==> src/hdl/psmw_pkg.sv <==
package psmw_pkg;

    localparam int TIME_W     = 31;
    localparam int DUR_W      = 31;
    localparam int SEN_W      = 20;
    localparam int NOW_W      = 40;
    localparam int WAIT_W     = 32;
    localparam int ENTRY_W    = TIME_W + DUR_W + SEN_W;
    localparam int IN_DATA_W  = 88;
    localparam int OUT_DATA_W = 40;

    localparam logic [WAIT_W-1:0] NO_WAIT  = '1;
    localparam logic [WAIT_W-1:0] WAIT_MAX = 32'h7FFF_FFFF;
    localparam logic [NOW_W-1:0]  NOW_MAX  = '1;

    localparam logic KIND_ARRIVAL = 1'b0;
    localparam logic KIND_FLUSH   = 1'b1;

    typedef struct packed {
        logic [SEN_W-1:0]  sen;
        logic [DUR_W-1:0]  dur;
        logic [TIME_W-1:0] arrive;
    } entry_t;

    typedef struct packed {
        logic latch;
        logic calc_gap;
        logic complete_arr;
        logic complete_flush;
        logic advance;
        logic cnt_clear;
        logic scan_step;
        logic pick;
        logic free_step;
        logic start_direct;
        logic load_out;
    } cmd_t;

    typedef struct packed {
        logic kind;
        logic busy;
        logic complete;
        logic scan_done;
        logic free_done;
    } status_t;

endpackage

==> src/hdl/psmw_ctrl.sv <==
module psmw_ctrl (
    input  logic               clk,
    input  logic               rst_n,
    input  logic               s_tvalid,
    output logic               s_tready,
    output logic               m_tvalid,
    input  logic               m_tready,
    input  psmw_pkg::status_t  status,
    output psmw_pkg::cmd_t     cmd
);

    localparam logic [2:0] S_IDLE  = 3'd0;
    localparam logic [2:0] S_GAP   = 3'd1;
    localparam logic [2:0] S_CHECK = 3'd2;
    localparam logic [2:0] S_SCAN  = 3'd3;
    localparam logic [2:0] S_PICK  = 3'd4;
    localparam logic [2:0] S_FREE  = 3'd5;
    localparam logic [2:0] S_START = 3'd6;
    localparam logic [2:0] S_DONE  = 3'd7;

    logic [2:0] state_reg;
    logic [2:0] state_next;
    logic       m_tvalid_reg;
    logic       m_tvalid_next;

    assign s_tready = (state_reg == S_IDLE);
    assign m_tvalid = m_tvalid_reg;

    always_comb
    begin
        cmd        = '0;
        state_next = state_reg;
        case (state_reg)
            S_IDLE:
            begin
                if (s_tvalid)
                begin
                    cmd.latch  = 1'b1;
                    state_next = S_GAP;
                end
            end
            S_GAP:
            begin
                cmd.calc_gap = 1'b1;
                state_next   = S_CHECK;
            end
            S_CHECK:
            begin
                if (status.kind == psmw_pkg::KIND_FLUSH)
                begin
                    if (status.busy)
                    begin
                        cmd.complete_flush = 1'b1;
                        cmd.cnt_clear      = 1'b1;
                        state_next         = S_SCAN;
                    end
                    else
                    begin
                        state_next = S_DONE;
                    end
                end
                else if (status.complete)
                begin
                    cmd.complete_arr = 1'b1;
                    cmd.cnt_clear    = 1'b1;
                    state_next       = S_SCAN;
                end
                else
                begin
                    cmd.advance = 1'b1;
                    if (status.busy)
                    begin
                        cmd.cnt_clear = 1'b1;
                        state_next    = S_FREE;
                    end
                    else
                    begin
                        state_next = S_START;
                    end
                end
            end
            S_SCAN:
            begin
                cmd.scan_step = 1'b1;
                if (status.scan_done)
                begin
                    state_next = S_PICK;
                end
            end
            S_PICK:
            begin
                cmd.pick   = 1'b1;
                state_next = S_CHECK;
            end
            S_FREE:
            begin
                cmd.free_step = 1'b1;
                if (status.free_done)
                begin
                    state_next = S_DONE;
                end
            end
            S_START:
            begin
                cmd.start_direct = 1'b1;
                state_next       = S_DONE;
            end
            S_DONE:
            begin
                if (!m_tvalid_reg || m_tready)
                begin
                    cmd.load_out = 1'b1;
                    state_next   = S_IDLE;
                end
            end
            default:
            begin
                state_next = S_IDLE;
            end
        endcase
    end

    always_comb
    begin
        m_tvalid_next = m_tvalid_reg;
        if (cmd.load_out)
        begin
            m_tvalid_next = 1'b1;
        end
        else if (m_tready)
        begin
            m_tvalid_next = 1'b0;
        end
    end

    always_ff @(posedge clk or negedge rst_n)
    begin
        if (!rst_n)
        begin
            state_reg    <= S_IDLE;
            m_tvalid_reg <= 1'b0;
        end
        else
        begin
            state_reg    <= state_next;
            m_tvalid_reg <= m_tvalid_next;
        end
    end

endmodule

==> config.mk <==
export PLATFORM = sky130hd
export DESIGN_NAME = psmw_ctrl
export DESIGN_NICKNAME = d
export VERILOG_FILES = /design/src/hdl/psmw_pkg.sv /design/src/hdl/psmw_ctrl.sv
export SDC_FILE = /design/constraint.sdc
export NUM_CORES = 1
export LEC_CHECK = 0
export ABC_AREA = 0
export ABC_CLOCK_PERIOD_IN_PS = 1400
export BUFFER_PORTS_ARGS = -buffer_cell sky130_fd_sc_hd__clkbuf_2
export CAP_MARGIN = 40
export CORE_AREA = 2 2 39 41
export CTS_CLUSTER_SIZE = 16
export DETAILED_ROUTE_END_ITERATION = 10
export DIE_AREA = 0 0 41 43
export MAX_ROUTING_LAYER = met4
export SLEW_MARGIN = 20
export SYNTH_ARGS = -nofsm -noshare
export SYNTH_HDL_FRONTEND = slang
export SYNTH_SLANG_ARGS = --single-unit
==> constraint.sdc <==
create_clock -name clk -period 1.4 [get_ports clk]
set_input_delay 0.07 -clock clk [delete_from_list [all_inputs] [get_ports clk]]
set_output_delay 0.07 -clock clk [all_outputs]
set_load 0.05 [all_outputs]
==> summary.md <==
| Metric | Value |
|---|---|
| Status | finished, final reports clean |
| Post-DRT Antenna Nets | 0 |
| First-pass GRT wire length | 1570 µm |
| Die width | 41 µm |
| CTS tree | built |
| Hold Crit Class | in2reg |
| Sum of negative setup slack | 0 ns |
| Largest net degree at the start of global routing | 10 |
| Main synth FF type | dfrtp_1 |
| Final min period | 1.39 ns |
| CTS Root Cell | clkbuf_4 |
| Full die area | 1760 µm² |
| Mapped Cells | 51 |
| Final Max Tran Viols | 0 |
| Switch Pwr | 0.936 mW |
| Synthesis-to-layout area growth | 81.8% |
| Clock Tree Buf Depth | 2 |
| Worst-margin pin slew | 0.321 ns |
| Max Clock Freq | 720 MHz |
| VDD IR-drop max | 1.04 mV |
| Final worst setup slack | 0.0114 ns |
| Vias/cell | 4.75 |
| RSZ-0062 raised after global routing | true |
| Final Hold Fails | 0 |
| Power Density | 2500 nW/µm² |
| Starting density of the core | 27.8% |
| Internal power | 0.808 mW |
| Nature of the critical path endpoint | register |
| Reg2Reg Setup Slack | 0.01 ns |
| Vias in the first global route | 411 |
| Ys Warns | 0 |
| Clock power share | 7.8% |
| Total CTS buffers | 3 |
| Critical Path RT | 1.50 ns |
| Worst Path Max Fanout | 5 |
| Setup violators final | 0 |
| Via count | 456 |
| Worst r2r src | state_reg[0] |
| Syn_area_per_cell | 7.53 µm² |
| Final design utilization | 50.5% |
| Iter 0 DRT Violations | 1 |
| Top-area cell type share of the netlist area | 26.1% |
| Tcrit/Tclk final | 99.2% |
| CTS H-tree lvls | 1 |
| Core region area | 1380 µm² |
| Max reg flops | 3 |
| Core Rows | 14 |
| Inst Count DP | 90 |
| Clock Skew | 0.000922 ns |
| Unique masters post-synth | 21 |
| Worst hold stages | 2 |
| Total GRT Usage | 13.5% |
| Layout Nets | 91 |
| Post-synth ARST share | 100% |
| Most common cell after layout, fill and taps aside | buf_4 |
| Critical Path Start | state_reg[0] |
| PortBufs | 21 |
| WP data arrival | 1.49 ns |
| CP startpoint kind | register |
| Worst hold path endpoint | m_tvalid |
| Worst Reg-to-Reg Cells | 4 |
| Switching part of the total | 53.7% |
| GPL Wtd Cong | 0.673 |
| Crit Path Class | reg2reg |
| Grt total ovfl | 0 |
| DRC | 0 |
| Fin cells | 96 |
| Reg power frac | 15.3% |
| Drt wl/cell | 11.2 µm |
| WL final | 1080 µm |
| Antenna violations before repair | 0 |
| Dpl hpwl | 821 µm |
| Largest cells by area after synthesis | dfrtp_1 (26%), nor3b_1 (9.8%), nor2b_1 (6.5%) |
| Reg clk slew, reported paths | 0.04 ns |
| Clock Sinks | 4 |
| Number of antenna diodes | 0 |
| Worst r2r dst | state_reg[1] |
| Max_cap viols | 0 |
| Leakage | 0.324 nW |
| Most frequent cells in the layout | buf_4 (12), clkbuf_2 (10), nor2_1 (5), clkbuf_4 (5) |
| IO Pins | 22 |
| DRT Pass-1 Iters | 2 |
| Post-synthesis sequential area ratio | 26.1% |
| Dpl ws | 0.0721 ns |
| Share of cells above drive strength 1 | 62.5% |
| Cell Area, Synth | 384 µm² |
| Die Y | 43 µm |
| Total Power | 1.74 mW |
| Worst hold start | m_tready |
| Clk Latency, worst-skew pair | 0.23 ns |
| Post-synth EDFFs | 0 |
| Area leader, netlist | dfrtp_1 |
| Syn nets | 60 |
| Max_slew headroom | 78.5% |
| Comb power frac | 76.9% |
| Seq cells post-synth | 4 |
## power by group through the flow
stage	sequential, mW	combinational, mW	clock (mW)
final	0.267	1.34	0.137
after global routing	0.276	1.43	0.165
after CTS	0.260	1.30	0.147
after detailed placement	0.271	1.16	0
after global placement	0.265	1.15	0
after floorplan	0.287	0.849	0
## worst max-delay path by stage
| stage | end | slack, ns |
|---|---|---|
| 3_3_place_gp | state_reg[1] | 0.1 |
| 3_5_place_dp | cmd[6] | 0.07 |
| 2_1_floorplan | cmd[7] | -0.17 |
| 4_1_cts | state_reg[1] | 0.005 |
| 6_report | state_reg[1] | 0.01 |
| 5_1_grt | cmd[5] | -0.04 |
## layout make-up
class | count | area (µm²)
well taps | 16 | 20.0
clock buffers | 3 | 22.5
fillers | 140 | 686
repair buffers | 30 | 236
flip-flops and latches | 4 | 103
inverters | 3 | 11.3
multi-input cells | 40 | 305
## routing by layer
| layer | share of wire, % | track usage, % | wire length (µm) | vias up |
|---|---|---|---|---|
| met5 | 0 | - | 0 | - |
| met4 | 0 | 6.00 | 0 | 0 |
| met3 | 3.6 | 3.14 | 39 | 0 |
| met2 | 53 | 22.8 | 566 | 10 |
| met1 | 44 | 14.1 | 471 | 208 |
| li1 | - | - | - | 238 |
## through the flow
stage | hold WS (ns) | area [µm²]
after floorplan | -0.226 | 420
after global placement | -0.120 | 568
after detailed placement | -0.122 | 568
after CTS | 0.0307 | 677
after global routing | 0.0280 | 698
final | 0.0349 | 698
## synthesized netlist by cell type, types with 2 or more instances
library cell	number
a21oi_1	2
a21oi_2	2
a311oi_1	2
buf_2	3
dfrtp_1	4
inv_1	3
nand2_1	3
nand2b_1	2
nand3_1	2
nor2_1	6
nor2b_1	4
nor3_1	5
nor3b_1	5
## worst max-delay path, cell delays in order (launching register included)
cell,delay [ns]
dfrtp_2,0.42
buf_4,0.15
or4b_4,0.53
o211ai_2,0.09
a21oi_2,0.07
## what timing repair did
item                                    CTS  global route
endpoints found under the setup margin   11            11
hold buffers                              1             0
hold endpoints to repair                  4             0
resized for setup                        18            16
setup buffers                             2             0
gates cloned                              0             0
## cells by family (layout without fill, tap and decap cells)
logic type	count (synthesis)	count (layout)	synth area share, %
AO/OA/AOI/OAI	10	10	20.8
AND/OR/NAND/NOR	30	30	44.3
buffers and inverters	7	36	8.79
flip-flops	4	4	26.1
No activity file was read; power rests on OpenSTA's default activity.
